--- src/rtl/core/bta_pkg.sv ---
`timescale 1ns / 1ps
`default_nettype none
package bta_pkg;

  localparam int ARENA_BYTES = 4096;
  localparam int POOL_W      = 13;
  localparam int ADDR_W      = 18;
  localparam int DATA_W      = 16;
  localparam int ROW_N       = (ARENA_BYTES + 1) / 2;
  localparam int ROW_W       = $clog2(ROW_N);
  localparam int WALK_LIMIT  = ARENA_BYTES / 8 + 2;
  localparam int CNT_W       = $clog2(WALK_LIMIT + 1);
  localparam int POOL_MIN    = 16;
  localparam int POOL_MAX    = (ARENA_BYTES < 4096) ? ARENA_BYTES : 4096;
  localparam int NULL_MARK   = 1;
  localparam int MIN_PAYLOAD = 4;
  localparam int SPLIT_MIN   = 8;

  localparam logic [1:0] OP_ALLOC = 2'd0;
  localparam logic [1:0] OP_FREE  = 2'd1;
  localparam logic [1:0] OP_CHECK = 2'd2;

  localparam logic [1:0] ST_OK      = 2'd0;
  localparam logic [1:0] ST_NOFIT   = 2'd1;
  localparam logic [1:0] ST_BADFREE = 2'd2;

  typedef enum logic [4:0] {
    A_ZERO, A_CLR, A_TWO, A_FOUR, A_SIX, A_EIGHT, A_POOLM2,
    A_CUR, A_CUR2, A_CUR4, A_OFF, A_OFF2, A_OFF4, A_OFFS2, A_P,
    A_NH, A_NH2, A_NH4, A_CURBS2, A_CURNEED2, A_PV, A_PV4, A_PVLINK,
    A_NX2, A_NN2, A_PVPS2
  } asel_t;

  typedef enum logic [3:0] {
    D_ZERO, D_ONE, D_POOL, D_FOUR, D_POOLM8, D_NX, D_PV, D_CUR, D_OFF,
    D_NH, D_REM, D_NEED, D_S, D_NN, D_PS
  } dsel_t;

  typedef enum logic [4:0] {
    L_NONE, L_START, L_NEED, L_CUR_RD, L_CUR_RD_PV1, L_BS_RD, L_NEED_FIT,
    L_PV_RD, L_NX_RD, L_S_RD, L_P4, L_P_ADV, L_WALK, L_CUR_STEP, L_CUR_NULL,
    L_NS_RD, L_NN_RD, L_S_GROW, L_PS_RD, L_PS_GROW, L_CLR_INC, L_CLR0
  } ld_t;

  typedef enum logic [2:0] {
    R_NONE, R_CLEAR, R_NOFIT, R_BADFREE, R_GRANT, R_CHECK1
  } res_t;

  typedef struct packed {
    logic  rd_en;
    logic  wr_en;
    asel_t asel;
    dsel_t dsel;
    ld_t   ld;
    res_t  res;
    logic  pool_we;
    logic  out_load;
  } cmd_t;

  typedef struct packed {
    logic [1:0] op;
    logic too_big;
    logic cur_null;
    logic cnt_lim;
    logic cur_link_ok;
    logic fit;
    logic need_eq_bs;
    logic pv_null;
    logic nx_null;
    logic nn_null;
    logic off_ok;
    logic rd_s_ok;
    logic rd_zero;
    logic rd_eq_s;
    logic p_lt_off;
    logic p_eq_off;
    logic rd_p_ok;
    logic cur_lt_off;
    logic merge_next;
    logic merge_prev;
    logic clr_last;
  } flags_t;

endpackage
`default_nettype wire

--- src/rtl/core/bta_ctrl.sv ---
`timescale 1ns / 1ps
`default_nettype none
module bta_ctrl import bta_pkg::*; (
  input  wire logic   clk,
  input  wire logic   rst,
  input  wire logic   in_valid,
  output logic        in_stall,
  output logic        out_valid,
  input  wire logic   out_stall,
  input  wire logic   cfg_valid,
  output logic        cfg_ready,
  input  wire flags_t flags,
  output cmd_t        cmd
);

  localparam logic [6:0] S_CLR = 7'd0, S_FM0 = 7'd1, S_FM1 = 7'd2, S_FM2 = 7'd3,
    S_FM3 = 7'd4, S_FM4 = 7'd5, S_FM5 = 7'd6, S_IDLE = 7'd7, S_DISP = 7'd8,
    S_A0 = 7'd9, S_A1 = 7'd10, S_AL = 7'd11, S_A2 = 7'd12, S_A3 = 7'd13,
    S_A4 = 7'd14, S_T1 = 7'd15, S_T2 = 7'd16, S_T3 = 7'd17, S_TE2 = 7'd18,
    S_TS2 = 7'd19, S_TS3 = 7'd20, S_TS4 = 7'd21, S_TS5 = 7'd22, S_TS6 = 7'd23,
    S_TS7 = 7'd24, S_TS8 = 7'd25, S_TZ1 = 7'd26, S_TZ2 = 7'd27,
    S_C0 = 7'd28, S_C1 = 7'd29, S_C2 = 7'd30, S_C3 = 7'd31, S_C4 = 7'd32,
    S_B1 = 7'd33, S_B2 = 7'd34, S_W0 = 7'd35, S_W1 = 7'd36, S_W2 = 7'd37,
    S_W3 = 7'd38, S_W4 = 7'd39, S_L0 = 7'd40, S_L1 = 7'd41, S_L2 = 7'd42,
    S_L3 = 7'd43, S_M0 = 7'd44, S_M1 = 7'd45, S_M2 = 7'd46, S_M3 = 7'd47,
    S_M4 = 7'd48, S_M5 = 7'd49, S_M6 = 7'd50, S_M7 = 7'd51, S_M8 = 7'd52,
    S_M9 = 7'd53, S_M10 = 7'd54, S_Q0 = 7'd55, S_Q1 = 7'd56, S_Q2 = 7'd57,
    S_Q3 = 7'd58, S_Q4 = 7'd59, S_Q5 = 7'd60, S_Q6 = 7'd61, S_Q7 = 7'd62,
    S_Q8 = 7'd63, S_Q9 = 7'd64, S_Q10 = 7'd65, S_DONE = 7'd66;

  logic [6:0] state, state_next;
  logic       fail_free;

  assign in_stall  = !(state == S_IDLE && !cfg_valid);
  assign cfg_ready = (state == S_IDLE) || (state == S_CLR);
  assign fail_free = flags.op == OP_FREE;

  always_ff @(posedge clk) begin
    if (rst) begin
      state     <= S_CLR;
      out_valid <= 1'b0;
    end else begin
      state <= state_next;
      if (cmd.out_load) begin
        out_valid <= 1'b1;
      end else if (!out_stall) begin
        out_valid <= 1'b0;
      end
    end
  end

  always_comb begin
    cmd        = '0;
    state_next = state;
    case (state)
      S_CLR: begin
        if (cfg_valid) begin
          cmd.pool_we = 1'b1;
          cmd.ld      = L_CLR0;
        end else begin
          cmd.wr_en = 1'b1;
          cmd.asel  = A_CLR;
          cmd.dsel  = D_ZERO;
          cmd.ld    = L_CLR_INC;
          if (flags.clr_last) state_next = S_FM0;
        end
      end
      S_FM0: begin
        cmd.wr_en = 1'b1; cmd.asel = A_ZERO; cmd.dsel = D_POOL; state_next = S_FM1;
      end
      S_FM1: begin
        cmd.wr_en = 1'b1; cmd.asel = A_TWO; cmd.dsel = D_FOUR; state_next = S_FM2;
      end
      S_FM2: begin
        cmd.wr_en = 1'b1; cmd.asel = A_FOUR; cmd.dsel = D_POOLM8; state_next = S_FM3;
      end
      S_FM3: begin
        cmd.wr_en = 1'b1; cmd.asel = A_SIX; cmd.dsel = D_ONE; state_next = S_FM4;
      end
      S_FM4: begin
        cmd.wr_en = 1'b1; cmd.asel = A_EIGHT; cmd.dsel = D_ONE; state_next = S_FM5;
      end
      S_FM5: begin
        cmd.wr_en = 1'b1; cmd.asel = A_POOLM2; cmd.dsel = D_POOLM8; state_next = S_IDLE;
      end
      S_IDLE: begin
        if (cfg_valid) begin
          cmd.pool_we = 1'b1;
          cmd.ld      = L_CLR0;
          state_next  = S_CLR;
        end else if (in_valid) begin
          cmd.ld     = L_START;
          cmd.res    = R_CLEAR;
          state_next = S_DISP;
        end
      end
      S_DISP: begin
        case (flags.op)
          OP_ALLOC: state_next = S_A0;
          OP_FREE:  state_next = S_C0;
          OP_CHECK: state_next = S_C0;
          default:  state_next = S_DONE;
        endcase
      end
      // allocate: first fit along the free list
      S_A0: begin
        if (flags.too_big) begin
          cmd.res = R_NOFIT; state_next = S_DONE;
        end else begin
          cmd.rd_en = 1'b1; cmd.asel = A_TWO; cmd.ld = L_NEED; state_next = S_A1;
        end
      end
      S_A1: begin
        cmd.ld = L_CUR_RD; state_next = S_AL;
      end
      S_AL: begin
        if (flags.cnt_lim || flags.cur_null || !flags.cur_link_ok) begin
          cmd.res = R_NOFIT; state_next = S_DONE;
        end else begin
          cmd.rd_en = 1'b1; cmd.asel = A_CUR; state_next = S_A2;
        end
      end
      S_A2: begin
        cmd.ld = L_BS_RD; state_next = S_A3;
      end
      S_A3: begin
        cmd.rd_en = 1'b1;
        if (flags.fit) begin
          cmd.asel = A_CUR2; cmd.ld = L_NEED_FIT; state_next = S_T1;
        end else begin
          cmd.asel = A_CUR4; state_next = S_A4;
        end
      end
      S_A4: begin
        cmd.ld = L_CUR_STEP; state_next = S_AL;
      end
      S_T1: begin
        cmd.ld = L_PV_RD; cmd.rd_en = 1'b1; cmd.asel = A_CUR4; state_next = S_T2;
      end
      S_T2: begin
        cmd.ld = L_NX_RD; state_next = S_T3;
      end
      S_T3: begin
        cmd.wr_en = 1'b1;
        if (flags.need_eq_bs) begin
          cmd.asel = A_PVLINK; cmd.dsel = D_NX; state_next = S_TE2;
        end else begin
          cmd.asel = A_NH; cmd.dsel = D_REM; state_next = S_TS2;
        end
      end
      S_TE2: begin
        cmd.wr_en = !flags.nx_null; cmd.asel = A_NX2; cmd.dsel = D_PV; state_next = S_TZ1;
      end
      S_TS2: begin
        cmd.wr_en = 1'b1; cmd.asel = A_NH2; cmd.dsel = D_PV; state_next = S_TS3;
      end
      S_TS3: begin
        cmd.wr_en = 1'b1; cmd.asel = A_NH4; cmd.dsel = D_NX; state_next = S_TS4;
      end
      S_TS4: begin
        cmd.wr_en = 1'b1; cmd.asel = A_CURBS2; cmd.dsel = D_REM; state_next = S_TS5;
      end
      S_TS5: begin
        cmd.wr_en = 1'b1; cmd.asel = A_CUR; cmd.dsel = D_NEED; state_next = S_TS6;
      end
      S_TS6: begin
        cmd.wr_en = 1'b1; cmd.asel = A_CURNEED2; cmd.dsel = D_NEED; state_next = S_TS7;
      end
      S_TS7: begin
        cmd.wr_en = 1'b1; cmd.asel = A_PVLINK; cmd.dsel = D_NH; state_next = S_TS8;
      end
      S_TS8: begin
        cmd.wr_en = !flags.nx_null; cmd.asel = A_NX2; cmd.dsel = D_NH; state_next = S_TZ1;
      end
      S_TZ1: begin
        cmd.wr_en = 1'b1; cmd.asel = A_CUR2; cmd.dsel = D_ZERO; state_next = S_TZ2;
      end
      S_TZ2: begin
        cmd.wr_en = 1'b1; cmd.asel = A_CUR4; cmd.dsel = D_ZERO;
        cmd.res = R_GRANT; state_next = S_DONE;
      end
      // tag check, shared by free and check
      S_C0: begin
        if (!flags.off_ok) begin
          cmd.res = fail_free ? R_BADFREE : R_NONE; state_next = S_DONE;
        end else begin
          cmd.rd_en = 1'b1; cmd.asel = A_OFF; state_next = S_C1;
        end
      end
      S_C1: begin
        if (!flags.rd_s_ok) begin
          cmd.res = fail_free ? R_BADFREE : R_NONE; state_next = S_DONE;
        end else begin
          cmd.ld = L_S_RD; cmd.rd_en = 1'b1; cmd.asel = A_OFF2; state_next = S_C2;
        end
      end
      S_C2: begin
        if (!flags.rd_zero) begin
          cmd.res = fail_free ? R_BADFREE : R_NONE; state_next = S_DONE;
        end else begin
          cmd.rd_en = 1'b1; cmd.asel = A_OFF4; state_next = S_C3;
        end
      end
      S_C3: begin
        if (!flags.rd_zero) begin
          cmd.res = fail_free ? R_BADFREE : R_NONE; state_next = S_DONE;
        end else begin
          cmd.rd_en = 1'b1; cmd.asel = A_OFFS2; state_next = S_C4;
        end
      end
      S_C4: begin
        if (!flags.rd_eq_s) begin
          cmd.res = fail_free ? R_BADFREE : R_NONE; state_next = S_DONE;
        end else if (!fail_free) begin
          cmd.res = R_CHECK1; state_next = S_DONE;
        end else begin
          cmd.ld = L_P4; state_next = S_B1;
        end
      end
      // walk block sizes from the first block to confirm the boundary
      S_B1: begin
        if (flags.p_lt_off) begin
          cmd.rd_en = 1'b1; cmd.asel = A_P; state_next = S_B2;
        end else if (flags.p_eq_off) begin
          state_next = S_W0;
        end else begin
          cmd.res = R_BADFREE; state_next = S_DONE;
        end
      end
      S_B2: begin
        if (!flags.rd_p_ok) begin
          cmd.res = R_BADFREE; state_next = S_DONE;
        end else begin
          cmd.ld = L_P_ADV; state_next = S_B1;
        end
      end
      // find the list neighbors in address order
      S_W0: begin
        cmd.rd_en = 1'b1; cmd.asel = A_TWO; state_next = S_W1;
      end
      S_W1: begin
        cmd.ld = L_CUR_RD_PV1; state_next = S_W2;
      end
      S_W2: begin
        if (!flags.cnt_lim && !flags.cur_null && flags.cur_lt_off) begin
          if (!flags.cur_link_ok) begin
            cmd.ld = L_CUR_NULL; state_next = S_L0;
          end else begin
            cmd.ld = L_WALK; cmd.rd_en = 1'b1; cmd.asel = A_CUR4; state_next = S_W3;
          end
        end else begin
          state_next = S_W4;
        end
      end
      S_W3: begin
        cmd.ld = L_CUR_STEP; state_next = S_W2;
      end
      S_W4: begin
        if (!flags.cur_null && (!flags.cur_link_ok || flags.cur_lt_off)) begin
          cmd.ld = L_CUR_NULL;
        end
        state_next = S_L0;
      end
      S_L0: begin
        cmd.wr_en = 1'b1; cmd.asel = A_OFF2; cmd.dsel = D_PV; state_next = S_L1;
      end
      S_L1: begin
        cmd.wr_en = 1'b1; cmd.asel = A_OFF4; cmd.dsel = D_CUR; state_next = S_L2;
      end
      S_L2: begin
        cmd.wr_en = 1'b1; cmd.asel = A_PVLINK; cmd.dsel = D_OFF; state_next = S_L3;
      end
      S_L3: begin
        cmd.wr_en = !flags.cur_null; cmd.asel = A_CUR2; cmd.dsel = D_OFF;
        state_next = (!flags.cur_null && flags.merge_next) ? S_M0 : S_Q0;
      end
      // merge with the following free block
      S_M0: begin
        cmd.rd_en = 1'b1; cmd.asel = A_CUR; state_next = S_M1;
      end
      S_M1: begin
        cmd.ld = L_NS_RD; cmd.rd_en = 1'b1; cmd.asel = A_CUR4; state_next = S_M2;
      end
      S_M2: begin
        cmd.ld = L_NN_RD; state_next = S_M3;
      end
      S_M3: begin
        cmd.wr_en = 1'b1; cmd.asel = A_OFFS2; cmd.dsel = D_ZERO; state_next = S_M4;
      end
      S_M4: begin
        cmd.wr_en = 1'b1; cmd.asel = A_CUR; cmd.dsel = D_ZERO; state_next = S_M5;
      end
      S_M5: begin
        cmd.wr_en = 1'b1; cmd.asel = A_CUR2; cmd.dsel = D_ZERO; state_next = S_M6;
      end
      S_M6: begin
        cmd.wr_en = 1'b1; cmd.asel = A_CUR4; cmd.dsel = D_ZERO;
        cmd.ld = L_S_GROW; state_next = S_M7;
      end
      S_M7: begin
        cmd.wr_en = 1'b1; cmd.asel = A_OFF; cmd.dsel = D_S; state_next = S_M8;
      end
      S_M8: begin
        cmd.wr_en = 1'b1; cmd.asel = A_OFF4; cmd.dsel = D_NN; state_next = S_M9;
      end
      S_M9: begin
        cmd.wr_en = 1'b1; cmd.asel = A_OFFS2; cmd.dsel = D_S; state_next = S_M10;
      end
      S_M10: begin
        cmd.wr_en = !flags.nn_null; cmd.asel = A_NN2; cmd.dsel = D_OFF; state_next = S_Q0;
      end
      // merge into the preceding free block
      S_Q0: begin
        if (flags.pv_null) begin
          state_next = S_DONE;
        end else begin
          cmd.rd_en = 1'b1; cmd.asel = A_PV; state_next = S_Q1;
        end
      end
      S_Q1: begin
        if (flags.merge_prev) begin
          cmd.ld = L_PS_RD; cmd.rd_en = 1'b1; cmd.asel = A_OFF4; state_next = S_Q2;
        end else begin
          state_next = S_DONE;
        end
      end
      S_Q2: begin
        cmd.ld = L_NN_RD; state_next = S_Q3;
      end
      S_Q3: begin
        cmd.wr_en = 1'b1; cmd.asel = A_PVPS2; cmd.dsel = D_ZERO; state_next = S_Q4;
      end
      S_Q4: begin
        cmd.wr_en = 1'b1; cmd.asel = A_OFF; cmd.dsel = D_ZERO; state_next = S_Q5;
      end
      S_Q5: begin
        cmd.wr_en = 1'b1; cmd.asel = A_OFF2; cmd.dsel = D_ZERO; state_next = S_Q6;
      end
      S_Q6: begin
        cmd.wr_en = 1'b1; cmd.asel = A_OFF4; cmd.dsel = D_ZERO;
        cmd.ld = L_PS_GROW; state_next = S_Q7;
      end
      S_Q7: begin
        cmd.wr_en = 1'b1; cmd.asel = A_PV; cmd.dsel = D_PS; state_next = S_Q8;
      end
      S_Q8: begin
        cmd.wr_en = 1'b1; cmd.asel = A_PV4; cmd.dsel = D_NN; state_next = S_Q9;
      end
      S_Q9: begin
        cmd.wr_en = 1'b1; cmd.asel = A_PVPS2; cmd.dsel = D_PS; state_next = S_Q10;
      end
      S_Q10: begin
        cmd.wr_en = !flags.nn_null; cmd.asel = A_NN2; cmd.dsel = D_PV; state_next = S_DONE;
      end
      S_DONE: begin
        if (!out_valid || !out_stall) begin
          cmd.out_load = 1'b1;
          state_next   = S_IDLE;
        end
      end
      default: state_next = S_CLR;
    endcase
  end

endmodule
`default_nettype wire

--- config.mk ---
export PLATFORM = sky130hd
export DESIGN_NAME = bta_ctrl
export DESIGN_NICKNAME = d
export VERILOG_FILES = /design/src/rtl/core/bta_pkg.sv /design/src/rtl/core/bta_ctrl.sv
export SDC_FILE = /design/constraint.sdc
export NUM_CORES = 1
export LEC_CHECK = 0
export ABC_AREA = 1
export BUFFER_PORTS_ARGS = -buffer_cell sky130_fd_sc_hd__clkbuf_2
export CELL_PAD_IN_SITES_DETAIL_PLACEMENT = 2
export CELL_PAD_IN_SITES_GLOBAL_PLACEMENT = 2
export CORE_MARGIN = 5
export CORE_UTILIZATION = 23
export CTS_CLUSTER_DIAMETER = 100
export DETAILED_ROUTE_END_ITERATION = 16
export PLACE_DENSITY_LB_ADDON = 0.1
export SLEW_MARGIN = 20
export SYNTH_ARGS = -nofsm -noshare
export SYNTH_HDL_FRONTEND = slang
export SYNTH_SLANG_ARGS = --single-unit
--- constraint.sdc ---
create_clock -name clk -period 1.7 [get_ports clk]
set_input_delay 0.255 -clock clk [delete_from_list [all_inputs] [get_ports clk]]
set_output_delay 0.255 -clock clk [all_outputs]
set_load 0.01 [all_outputs]
==> results of run 1 <==
==> cell usage after synthesis (all sizes together) <==
| cell type | instances |
|---|---|
| nor3 | 16 |
| a21oi | 17 |
| dfxtp | 8 |
| nand2 | 152 |
| nand3b | 7 |
| ha | 7 |
| o211ai | 2 |
| o22ai | 1 |
| a22oi | 1 |
| nand3 | 43 |
| a31oi | 1 |
| nor3b | 2 |
| clkbuf | 1 |
| nor4 | 8 |
| o21ai | 14 |
| o311ai | 1 |
| o2111ai | 1 |
| nor2 | 127 |
| nor4b | 1 |
| nand4 | 21 |
| or3b | 1 |
| inv | 49 |
| and2 | 1 |
| buf | 7 |
| or2 | 1 |
==> through the flow <==
step / instances / area, µm² / TNS, ns / hold WS [ns]
floorplan: 490 / 2330 / 0 / 0.426
global placement: 815 / 3840 / -15.61 / 0.487
detailed placement: 815 / 3840 / -17.13 / 0.504
==> logic make-up after synthesis <==
family                     Yosys count  synth area share (%)
adders and majority gates            7                  3.78
buffers and inverters               57                  9.92
DFF                                  8                  6.90
and+or+nand+nor                    380                  70.4
AOI/OAI and AO/OA                   38                  8.95
==> metrics.md, run 1 <==
| Metric | Value |
|---|---|
| Clk sinks | 8 |
| Tool Error | [ERROR DPL-0033] detailed placement checks failed during check placement. |
| I/O Buffers | 50 |
| Cell row count | 36 |
| Synth Cell Area | 2320 µm² |
| Seq cells post-synth | 8 |
| DP Worst Slack | -0.861 ns |
| Chip height | between 100 and 150 µm |
| Mapped Cells | 490 |
| Status | stopped before the end |
| Post-Syn Area per Cell | 4.73 µm² |
| CTS Hold Bufs | 0 |
| Yosys warning total | 0 |
| I/O pin count | 51 |
| Number of distinct library cells after synthesis | 30 |
| Post-CTS Setup Bufs | 22 |
| Syn nets | 524 |
| Initial Util | 23.6% |
| Clk buf depth | 2 |
| Num CTS Buffers | 3 |
| Yosys top cell area share | 24.6% |
| Ranking of synthesized cells by area | nand2_1 25%, nor2_1 20%, nand3_1 9.1% |
| H-tree Lvls | 1 |
| Post-CTS resize count | 218 |
| Die X | 110 µm |
| HPWL after DPL | approximately 16000 µm |
| Area leader, netlist | nand2_1 |
| Root Driver | clkbuf_8 |
| Sequential-to-total area share from yosys stat | 6.90% |
| Placer Congestion | ~1 |
| Stopped at | clock tree synthesis (4_1_cts) |
==> inputs of run 2 (changes only) <==
--- a/config.mk
+++ b/config.mk
@@ -7,13 +7,10 @@
 export LEC_CHECK = 0
 export ABC_AREA = 1
 export BUFFER_PORTS_ARGS = -buffer_cell sky130_fd_sc_hd__clkbuf_2
-export CELL_PAD_IN_SITES_DETAIL_PLACEMENT = 2
-export CELL_PAD_IN_SITES_GLOBAL_PLACEMENT = 2
 export CORE_MARGIN = 5
-export CORE_UTILIZATION = 23
-export CTS_CLUSTER_DIAMETER = 100
+export CORE_UTILIZATION = 30
 export DETAILED_ROUTE_END_ITERATION = 16
-export PLACE_DENSITY_LB_ADDON = 0.1
+export PLACE_DENSITY_LB_ADDON = 0.15
 export SLEW_MARGIN = 20
 export SYNTH_ARGS = -nofsm -noshare
 export SYNTH_HDL_FRONTEND = slang
==> constraint.sdc (replaced) <==
create_clock -name clk -period 2.2 [get_ports clk]
set_input_delay 0.33 -clock clk [delete_from_list [all_inputs] [get_ports clk]]
set_output_delay 0.33 -clock clk [all_outputs]
set_load 0.01 [all_outputs]
==> run 2 against run 1 <==
Effect of this change:
- the flow now finishes, with violations (negative setup slack)
- synthesized cell count unchanged
- synthesized area is the same
==> metrics.md, run 2 <==
| Metric | Value |
|---|---|
| Status | finished with violations (was stopped before the end) |
| Failing checks | negative setup slack |
| Routed WL per cell | 20.2 µm |
| Die X | 97.9 µm (was 110 µm) |
| Area leader, netlist | nand2_1 (unchanged) |
| Layout cell share with drive strength beyond 1 | 43.5% |
| Remaining Overflow, GRT | 0 |
| Synth async-reset ratio | 0% (unchanged) |
| Fillers | ~850 |
| Bufs and invs on worst path | 3 |
| Comb power frac | 50.1% |
| DP Worst Slack | -0.318 ns (was -0.861 ns) |
| Total GRT Usage | 28.0% |
| CP Max Fanout | 5 |
| Number of enable flip-flop cells after synthesis | 0 (unchanged) |
| Critical Path Start | state[1] |
| Endpoint class of the critical path | output port |
| Setup Skew | just under 0.004 ns |
| Sequential Power Share | 23.5% |
| RSZ-0062 raised after global routing | yes |
| Clk Latency, worst-skew pair | 0.23 ns |
| Largest net degree at the start of global routing | 21 |
| Most frequent cell after synthesis | nand2_1 (unchanged) |
| Worst Reg-to-Reg Cells | 12 |
| Area delta synth->final | 76.0% |
| Yosys top cell area share | 24.6% (unchanged) |
| Clk buf depth | 2 (unchanged) |
| Placed Cells | 705 (was 815) |
| Relative slew slack | 75.4% |
| First-pass GRT wire length | between 20000 and 25000 µm |
| Min Tclk post-route | about 2.2 ns |
| Sequential-to-total area share from yosys stat | 6.90% (unchanged) |
| Switching power | 270 µW |
| Commonest non-fill, non-tap cell in the layout | nand2_1 |
| Drc violations | 0 |
| Commonest cells after routing, fill and taps aside | 114 x nand2_1, 89 x nor2_1, 73 x buf_4 |
| Final net count | 659 |
| Ys flop type | dfxtp_1 (unchanged) |
| Die footprint | 9590 µm² |
| CP Capture Point | cmd[19] |
| Fmax | 0.445 GHz |
| Drt pass-1 iters | 7 |
| Fin crit share | 102% |
| Core area | 7650 µm² |
| HPWL after DPL | 11800 µm (was 15700 µm) |
| Synth Cell Area | 2320 µm² (unchanged) |
| WP data arrival | 1.92 ns |
| Power per cell area | 160 nW/µm² |
| R2R Path End | state[0] |
| Complex-gate fraction of the synthesized area | 8.95% (unchanged) |
| Hold crit path type | in -> reg |
| Slew @ Worst Pin | 0.366 ns |
| Reg-to-Reg Start | state[0] |
| I/O Buffers | 50 (unchanged) |
| Max-slew violations | 0 |
| Post-Syn Area per Cell | 4.73 µm² (unchanged) |
| CTS tree | yes |
| Diodes inserted | 0 |
| Number of global-route vias before repair | approximately 3800 |
| LEAKAGE | 0.00234 µW |
| Vias | 4095 |
| Worst path max stage delay | 0.39 ns |
| Post-Synth Simple-Gate Area | 70.4% (unchanged) |
| Int Power | 385 µW |
| Most flop-heavy register | state |
| Net Sw Frac | 41.2% |
| CP startpoint kind | flop |
| DR vias/cell | 5.65 |
| Fin. Hold Viols | 0 |
| Max-cap violations | 0 |
| Worst path slowest cell | dfxtp_4 |
| Mux contribution to synthesized area | 0% (unchanged) |
| Syn nets | 524 (unchanged) |
| Initial DRC Count | 453 |
| Xor and xnor fraction of the mapped netlist area | 0% (unchanged) |
| Number of distinct library cells after synthesis | 30 (unchanged) |
| Mapped Cells | 490 (unchanged) |
| CP required | 1.87 ns |
| Adder-Cell Fraction of Synth Area | 3.78% (unchanged) |
| H-tree Lvls | 1 (unchanged) |
| Initial Util | 30.3% (was 23.6%) |
| Yosys warning total | 0 (unchanged) |
| Cell row count | 32 (was 36) |
| Total wire length | 14700 µm |
| Synth top cells by count | 152 x nand2_1, 124 x nor2_1, 47 x inv_1, 42 x nand3_1, 21 x nand4_1 (unchanged) |
| Chip height | 97.9 µm (was 110 µm) |
| Setup CP Type | reg -> out |
| Ranking of synthesized cells by area | nand2_1 25%, nor2_1 20%, nand3_1 9.1% (unchanged) |
| Root Driver | clkbuf_8 (unchanged) |
| Max VDD drop | between 0.0003 and 0.0004 V |
| Placer Congestion | 1.08 (was 0.975) |
| Final cell count without fillers | slightly above 700 |
| Flop2flop setup slack | 0.15 ns |
| I/O pin count | 51 (unchanged) |
| Num CTS Buffers | 3 (unchanged) |
| Setup ws final | -0.0452 ns |
| Antenna violations before repair | 0 |
| Final TNS setup | -0.0452 ns |
| Max reg flops | 7 |
| Crit-path leading delay family | simple AND/OR/NAND/NOR gates |
| Worst-path clk slew | about 0.040 ns |
| Post-route ant nets | 0 |
| Top flop regs | state: 7 flops, out_valid: 1 flops |
| Clock share of power | between 20% and 30% |
| Seq cells post-synth | 8 (unchanged) |
| Final setup viols | 1 |
| Clk sinks | 8 (unchanged) |
| Main combinational cell family by area after synthesis | simple AND/OR/NAND/NOR gates (unchanged) |
| Cell Chain, Critical Path | inv_2 > nand2_2 > nor2_2 > buf_4 > nand2_2 > nand4_1 > nor4_2 > nand4_1 > buf_2 |
| CTS Hold Bufs | 0 (unchanged) |
| Total number of cells along the worst setup path | 9 |
-- run 2: cells by family (layout without fill, tap and decap cells) --
kind of cell	after synthesis	in the layout
flops	8	8
simple gates	380	381
buf+inv	57	189
fa+ha+maj	7	7
compound gates	38	38
-- run 2: layout make-up --
| class | instances | area, µm² | share of cell area [%] |
|---|---|---|---|
| Inverter | 49 | 191 | 4.69 |
| Clock buffer | 3 | 41.3 | 1.01 |
| Timing Repair Buffer | 137 | 1010 | 24.8 |
| Tap cell | 102 | 128 | 3.13 |
| Multi-Input combinational cell | 426 | 2530 | 62.0 |
| Sequential cell | 8 | 179 | 4.38 |
-- run 2: worst min-delay path, cell delays in order --
cell and delay, ns:
clkbuf_2 0.09, nand2_1 0.08, a21oi_1 0.06
-- run 2: per-stage QoR --
stage                     power, µW  hold slack [ns]  cell area (µm²)  util (%)
after CTS                       610            0.385             3570      46.7
after detailed placement        414            0.503             3210      42.0
after global placement          415            0.487             3210      42.0
after global routing            695            0.402             4080      53.4
after floorplan                 283            0.501             2320         -
final                           655            0.387             4080      53.4
-- run 2: what timing repair did --
item | 4_1_cts | 5_1_grt
hold endpoints to repair | 0 | 0
gates cloned | 1 | 1
pin swaps | 11 | 24
setup buffers | 5 | 12
endpoints found under the setup margin | 25 | 18
gates resized for setup | 90 | 104
-- run 2: worst min-delay path by stage --
stage / cells past startpoint / from / slack (ns) / to
2_1_floorplan: 2 / out_stall / 0.50 / out_valid
3_3_place_gp: 2 / out_valid / 0.49 / out_valid
3_5_place_dp: 2 / out_valid / 0.50 / out_valid
4_1_cts: 3 / out_stall / 0.38 / out_valid
5_1_grt: 2 / rst / 0.40 / state[2]
6_report: 3 / out_stall / 0.39 / out_valid
-- run 2: routing by layer --
metal,vias up,GRT usage [%],share of wire [%]
met5,-,0,0
met4,0,11.3,5.3
met3,54,5.43,9.2
met2,272,45.7,46
met1,1889,36.1,40
li1,1880,-,-
-- run 2: power by group through the flow --
| stage | Combinational, µW | Clock [µW] | Sequential (µW) |
|---|---|---|---|
| 2_1_floorplan | 128 | 0 | 156 |
| 3_3_place_gp | 259 | 0 | 156 |
| 3_5_place_dp | 258 | 0 | 156 |
| 4_1_cts | 280 | 176 | 153 |
| 5_1_grt | 350 | 191 | 154 |
| 6_report | 328 | 172 | 154 |
Power figures use the tool's default switching activity.
==> inputs of run 3 (changes only) <==
--- a/config.mk
+++ b/config.mk
@@ -7,10 +7,11 @@
 export LEC_CHECK = 0
 export ABC_AREA = 1
 export BUFFER_PORTS_ARGS = -buffer_cell sky130_fd_sc_hd__clkbuf_2
-export CORE_MARGIN = 5
 export CORE_UTILIZATION = 30
 export DETAILED_ROUTE_END_ITERATION = 16
+export GPL_TIMING_DRIVEN = 0
 export PLACE_DENSITY_LB_ADDON = 0.15
+export RECOVER_POWER = 50
 export SLEW_MARGIN = 20
 export SYNTH_ARGS = -nofsm -noshare
 export SYNTH_HDL_FRONTEND = slang
==> run 3 against run 2 <==
Effect of this change:
- the flow still finishes with violations (negative setup slack)
- fmax grew 0.11%
- largest cell class unchanged
- clock skew is essentially flat
- design area shrank 12%
- clock power grew 4%
- sequential cell count is the same
- combinational power shrank 16%
- sequential power grew 4%
==> metrics.md, run 3 (same netlist as run 2, synthesis figures left out) <==
| Metric | Value |
|---|---|
| Die X | 89.9 µm (was 97.9 µm) |
| Fin. Hold Viols | 0 (unchanged) |
| Worst Reg-to-Reg Cells | 10 (was 12) |
| HP Start | out_stall (unchanged) |
| Endpoint class of the critical path | output port (unchanged) |
| Chip height | 89.9 µm (was 97.9 µm) |
| Reg-to-Reg Start | state[6] (was state[0]) |
| I/O pin count | 51 (unchanged) |
| Post-Layout Inst Area | 3580 µm² (was 4080 µm²) |
| Power after layout | 614 µW (was 655 µW) |
| Fmax | 0.446 GHz (was 0.445 GHz) |
| Commonest non-fill, non-tap cell in the layout | nand2_1 (unchanged) |
| Max reg flops | 7 (unchanged) |
| DP Area | 2690 µm² (was 3210 µm²) |
| Final cell count without fillers | 661 (was 725) |
| Remaining Overflow, GRT | 0 (unchanged) |
| CP required | 1.87 ns (about the same) |
| Total GRT Usage | 30.9% (was 28.0%) |
| Clk buf depth | 2 (unchanged) |
| Num CTS Buffers | 3 (unchanged) |
| Core area | 7370 µm² (was 7650 µm²) |
| Largest net degree at the start of global routing | 11 (was 21) |
| Post-route ant nets | 0 (unchanged) |
| Area delta synth->final | 54.4% (was 76.0%) |
| WP data arrival | 1.91 ns (was 1.92 ns) |
| Flop2flop setup slack | 0.14 ns (was 0.15 ns) |
| CP Max Fanout | 7 (was 5) |
| CP startpoint kind | flop (unchanged) |
| Status | finished with violations (unchanged) |
| Placer Congestion | 1.02 (was 1.08) |
| Max VDD drop | 0.000277 V (was 0.000371 V) |
| Die footprint | 8090 µm² (was 9590 µm²) |
| Power per cell area | 172 nW/µm² (was 160 nW/µm²) |
| Total wire length | 13700 µm (was 14700 µm) |
| Commonest cells after routing, fill and taps aside | 111 x nand2_1, 81 x nor2_1, 44 x clkbuf_2 (was 114 x nand2_1, 89 x nor2_1, 73 x buf_4) |
| Cell Chain, Critical Path | nor2_4 > nand2_4 > inv_1 > nand2_2 > nand2_1 > nor2_4 > nand4_1 > nor2_1 > nand4_1 > buf_2 (was inv_2 > nand2_2 > nor2_2 > buf_4 > nand2_2 > nand4_1 > nor4_2 > nand4_1 > buf_2) |
| R2R Path End | state[5] (was state[0]) |
| CTS tree | yes (unchanged) |
| Hold crit path type | in -> reg (unchanged) |
| Util after Layout | 48.6% (was 53.4%) |
| Routed WL per cell | 20.7 µm (was 20.2 µm) |
| Slew @ Worst Pin | 0.543 ns (was 0.366 ns) |
| Most flop-heavy register | state (unchanged) |
| Worst-path clk slew | 0.04 ns (about the same) |
| I/O Buffers | 49 (was 50) |
| Top flop regs | state: 7 flops, out_valid: 1 flops (unchanged) |
| Cell row count | 31 (was 32) |
| Min Tclk post-route | 2.24 ns (was 2.25 ns) |
| Hold WS | 0.382 ns (was 0.387 ns) |
| Clk Latency, worst-skew pair | 0.23 ns (about the same) |
| Antenna violations before repair | 0 (unchanged) |
| LEAKAGE | 0.00203 µW (was 0.00234 µW) |
| Failing checks | negative setup slack (unchanged) |
| Placed Cells | 638 (was 705) |
| HPWL after DPL | 10400 µm (was 11800 µm) |
| Hold path cells | 3 (unchanged) |
| Worst hold path endpoint | out_valid (unchanged) |
| Final net count | 598 (was 659) |
| Worst path max stage delay | 0.45 ns (was 0.39 ns) |
| First-pass GRT wire length | 19400 µm (was 20800 µm) |
| Clk sinks | 8 (unchanged) |
| Fin crit share | 102% (about the same) |
| Drc violations | 0 (unchanged) |
| Setup ws final | -0.0426 ns (was -0.0452 ns) |
| RSZ-0062 raised after global routing | yes (unchanged) |
| Vias | 3976 (was 4095) |
| Setup CP Type | reg -> out (unchanged) |
| Layout cell share with drive strength beyond 1 | 39.0% (was 43.5%) |
| Initial DRC Count | 531 (was 453) |
| Bufs and invs on worst path | 2 (was 3) |
| Diodes inserted | 0 (unchanged) |
| Initial Util | 31.5% (was 30.3%) |
| Root Driver | clkbuf_8 (unchanged) |
| DR vias/cell | 6.02 (was 5.65) |
| Crit-path leading delay family | simple AND/OR/NAND/NOR gates (unchanged) |
| Final setup viols | 4 (was 1) |
| Setup Skew | 0.00418 ns (was 0.00390 ns) |
| Relative slew slack | 63.4% (was 75.4%) |
| Drt pass-1 iters | 6 (was 7) |
| Worst path slowest cell | dfxtp_4 (unchanged) |
| Fillers | 813 (was 848) |
| Number of global-route vias before repair | 3548 (was 3766) |
| H-tree Lvls | 1 (unchanged) |
| Max-cap violations | 0 (unchanged) |
| Max-slew violations | 0 (unchanged) |
| CTS Hold Bufs | 0 (unchanged) |
## run 3: layout make-up
cell class	count	area, µm²	area share [%]
timing repair buffer	68	412	11.5
clock buffer	3	41.3	1.15
tap	99	124	3.46
buffer	8	90.1	2.51
inverter	49	209	5.83
sequential	8	184	5.13
multi-input combinational	426	2520	70.4
## run 3: routing by layer
metal	vias to the layer above	global-route usage, %	routed length (µm)
met5	-	0	0
met4	0	18.0	975
met3	97	6.60	1540
met2	358	47.6	5880
met1	1760	39.6	5260
li1	1761	-	-
## run 3: what timing repair did
item / CTS / global route
setup buffers: 5 / 12
endpoints found under the hold margin: 0 / 0
endpoints found under the setup margin: 19 / 18
gates resized for setup: 101 / 119
gates cloned: 1 / 2
pin swaps: 8 / 23
## run 3: tightest hold or removal path, stage by stage
cell      delay (ns)
clkbuf_2        0.09
nand2_1         0.08
a21oi_1         0.06
## run 3: worst max-delay path by stage
stage	from	endpoint	slack, ns	cells past startpoint
floorplan	state[5]	cmd[20]	0.40	9
global placement	state[1]	cmd[14]	-0.28	9
detailed placement	state[1]	cmd[14]	-0.21	9
CTS	state[1]	cmd[2]	-0.005	7
global route	state[0]	cmd[19]	-0.11	10
finish	state[0]	cmd[19]	-0.04	10
## run 3: power by group
| group | total [µW] | leakage (µW) | internal (µW) | switching [µW] |
|---|---|---|---|---|
| sequential | 160 | 0.0000699 | 144 | 15.7 |
| combinational | 275 | 0.00194 | 96.9 | 179 |
| clock | 179 | 0.0000216 | 119 | 60.0 |
## run 3: per-stage QoR
step,worst slack [ns],TNS (ns)
after floorplan,0.404,0
after global placement,-0.283,-1.37
after detailed placement,-0.207,-0.880
after CTS,-0.00515,-0.00806
after global routing,-0.106,-0.678
final,-0.0426,-0.0869
==> inputs of run 4 (changes only) <==
--- a/config.mk
+++ b/config.mk
@@ -7,7 +7,7 @@
 export LEC_CHECK = 0
 export ABC_AREA = 1
 export BUFFER_PORTS_ARGS = -buffer_cell sky130_fd_sc_hd__clkbuf_2
-export CORE_UTILIZATION = 30
+export CORE_UTILIZATION = 51
 export DETAILED_ROUTE_END_ITERATION = 16
 export GPL_TIMING_DRIVEN = 0
 export PLACE_DENSITY_LB_ADDON = 0.15
==> run 4 against run 3 <==
Effect of this change:
- the flow still finishes with violations (negative setup slack)
- combinational power up 5%
- clock power shrank 4%
- sequential share of layout area grew 0.36 points
- sequential power is essentially flat
- largest power group unchanged
==> metrics.md, run 4 (same netlist as run 2, synthesis figures left out) <==
| Metric | Value |
|---|---|
| Total wire length | 12000 µm (was 13700 µm) |
| Power per cell area | 186 nW/µm² (was 172 nW/µm²) |
| Fin. Hold Viols | 0 (unchanged) |
| Number of global-route vias before repair | 3459 (was 3548) |
| Die X | 69.4 µm (was 89.9 µm) |
| Failing checks | negative setup slack (unchanged) |
| Met2 Use GR | 66.7% (was 47.6%) |
| First-pass GRT wire length | 17000 µm (was 19400 µm) |
| Total GRT Usage | 44.9% (was 30.9%) |
| Worst path slowest cell | dfxtp_4 (unchanged) |
| Final setup viols | 5 (was 4) |
| CP startpoint kind | flop (unchanged) |
| Met3 usage | 11.9% (was 6.60%) |
| Sequential Power Share | 25.6% (was 26.1%) |
| Core area | 4350 µm² (was 7370 µm²) |
| Reg-to-Reg Start | state[1] (was state[6]) |
| Remaining Overflow, GRT | 0 (unchanged) |
| Layout cell share with drive strength beyond 1 | 32.9% (was 39.0%) |
| Final cell count without fillers | 609 (was 661) |
| Initial DRC Count | 597 (was 531) |
| Area delta synth->final | 43.3% (was 54.4%) |
| LEAKAGE | 0.00194 µW (was 0.00203 µW) |
| Antenna violations before repair | 0 (unchanged) |
| Comb power frac | 46.7% (was 44.8%) |
| Endpoint class of the critical path | output port (unchanged) |
| I/O Buffers | 49 (unchanged) |
| Clk buf depth | 2 (unchanged) |
| Vias | 4043 (was 3976) |
| Relative slew slack | 70.1% (was 63.4%) |
| I/O pin count | 51 (unchanged) |
| Post-route ant nets | 0 (unchanged) |
| Cell row count | 24 (was 31) |
| Routed WL per cell | 19.7 µm (was 20.7 µm) |
| Largest net degree at the start of global routing | 11 (unchanged) |
| Placed Cells | 591 (was 638) |
| Crit-path leading delay family | simple AND/OR/NAND/NOR gates (unchanged) |
| Util after Layout | 76.4% (was 48.6%) |
| Switching power | 257 µW (was 254 µW) |
| CP required | 1.87 ns (about the same) |
| HP Start | out_stall (unchanged) |
| Max VDD drop | 0.000482 V (was 0.000277 V) |
| DR vias/cell | 6.64 (was 6.02) |
| Commonest cells after routing, fill and taps aside | 120 x nand2_1, 89 x nor2_1, 46 x clkbuf_2 (was 111 x nand2_1, 81 x nor2_1, 44 x clkbuf_2) |
| Busiest layer in global routing | met2 (unchanged) |
| Critical Path Start | state[6] (was state[0]) |
| Hold crit path type | in -> reg (unchanged) |
| H-tree Lvls | 1 (unchanged) |
| Fmax | 0.434 GHz (was 0.446 GHz) |
| Setup CP Type | reg -> out (unchanged) |
| Clk Latency, worst-skew pair | 0.22 ns (was 0.23 ns) |
| HPWL after DPL | 8990 µm (was 10400 µm) |
| Bufs and invs on worst path | 4 (was 2) |
| Max reg flops | 7 (unchanged) |
| Clock share of power | 27.6% (was 29.1%) |
| Min Tclk post-route | 2.30 ns (was 2.24 ns) |
| WP data arrival | 1.97 ns (was 1.91 ns) |
| Fin crit share | 105% (was 102%) |
| Top cell by count, worst path | nand2_2 |
| Commonest non-fill, non-tap cell in the layout | nand2_1 (unchanged) |
| Worst path max stage delay | 0.37 ns (was 0.45 ns) |
| Max-cap violations | 0 (unchanged) |
| Status | finished with violations (unchanged) |
| Drc violations | 0 (unchanged) |
| Int Power | 361 µW (was 360 µW) |
| Die footprint | 4820 µm² (was 8090 µm²) |
| Most flop-heavy register | state (unchanged) |
| Final net count | 593 (was 598) |
| CP Max Fanout | 10 (was 7) |
| RSZ-0062 raised after global routing | yes (unchanged) |
| Cell Chain, Critical Path | inv_4 > nand2_2 > nor2_2 > buf_6 > nand2_1 > nand2_2 > inv_1 > o22ai_2 > nor2_1 > nand4_1 > clkbuf_2 (was nor2_4 > nand2_4 > inv_1 > nand2_2 > nand2_1 > nor2_4 > nand4_1 > nor2_1 > nand4_1 > buf_2) |
| Drt pass-1 iters | 8 (was 6) |
| Worst-path clk slew | 0.04 ns (about the same) |
| Slew @ Worst Pin | 0.449 ns (was 0.543 ns) |
| Net Sw Frac | 41.6% (was 41.4%) |
| Placer Congestion | 1.25 (was 1.02) |
| Chip height | 69.4 µm (was 89.9 µm) |
| Root Driver | clkbuf_8 (unchanged) |
| Initial Util | 53.3% (was 31.5%) |
| Top flop regs | state: 7 flops, out_valid: 1 flops (unchanged) |
| Max-slew violations | 0 (unchanged) |
| Setup ws final | -0.102 ns (was -0.0426 ns) |
| Clk sinks | 8 (unchanged) |
| CTS Hold Bufs | 0 (unchanged) |
| Diodes inserted | 0 (unchanged) |
| Num CTS Buffers | 3 (unchanged) |
| Setup Skew | 0.00170 ns (was 0.00418 ns) |
| M1 GR Usage | 57.2% (was 39.6%) |
| CTS tree | yes (unchanged) |
-- run 4: cell type report --
type | count | area (µm²)
buffer | 8 | 78.8
inverter | 49 | 194
multi-input combinational | 425 | 2400
fill | 370 | 1030
sequential | 8 | 183
tap | 52 | 65.1
clock buffer | 3 | 41.3
timing repair buffer | 64 | 364
-- run 4: power groups by stage --
stage | logic, µW | registers [µW] | clock network, µW
after floorplan | 128 | 156 | 0
after global placement | 223 | 158 | 0
after detailed placement | 226 | 158 | 0
after CTS | 241 | 158 | 171
after global routing | 306 | 158 | 178
final | 289 | 158 | 171
-- run 4: what timing repair did --
action | in CTS | in global routing
cloned | 0 | 1
endpoints found under the hold margin | 0 | 0
endpoints found under the setup margin | 18 | 19
pin swaps | 2 | 17
setup buffers | 3 | 11
gates resized for setup | 59 | 110
-- run 4: tightest hold or removal path: stages --
cell and delay [ns]:
clkbuf_2 0.09, nand2_1 0.07, a21oi_1 0.06
-- run 4: through the flow --
| stage | power [µW] | setup TNS, ns | cell area, µm² | hold slack, ns | setup WS, ns |
|---|---|---|---|---|---|
| 6_report | 618 | -0.262 | 3320 | 0.393 | -0.102 |
| 5_1_grt | 642 | -0.516 | 3320 | 0.416 | -0.156 |
| 4_1_cts | 570 | -0.262 | 2860 | 0.393 | -0.0597 |
| 3_5_place_dp | 384 | -0.220 | 2630 | 0.496 | -0.0854 |
| 3_3_place_gp | 382 | -0.342 | 2630 | 0.492 | -0.110 |
| 2_1_floorplan | 283 | 0 | 2320 | 0.501 | 0.404 |
-- run 4: metal layers --
metal	vias to the layer above	wire, µm
met5	-	0
met4	0	1180
met3	144	1920
met2	455	4740
met1	1697	4170
li1	1747	-
-- run 4: path summary, 6_finish.rpt --
kind	end	slack, ns	depth (start not counted)
worst min-delay path	out_valid	0.39	3
worst min register to register	out_valid	0.52	2
worst max register to register	state[2]	0.11	11
worst max-delay path	cmd[19]	-0.10	11
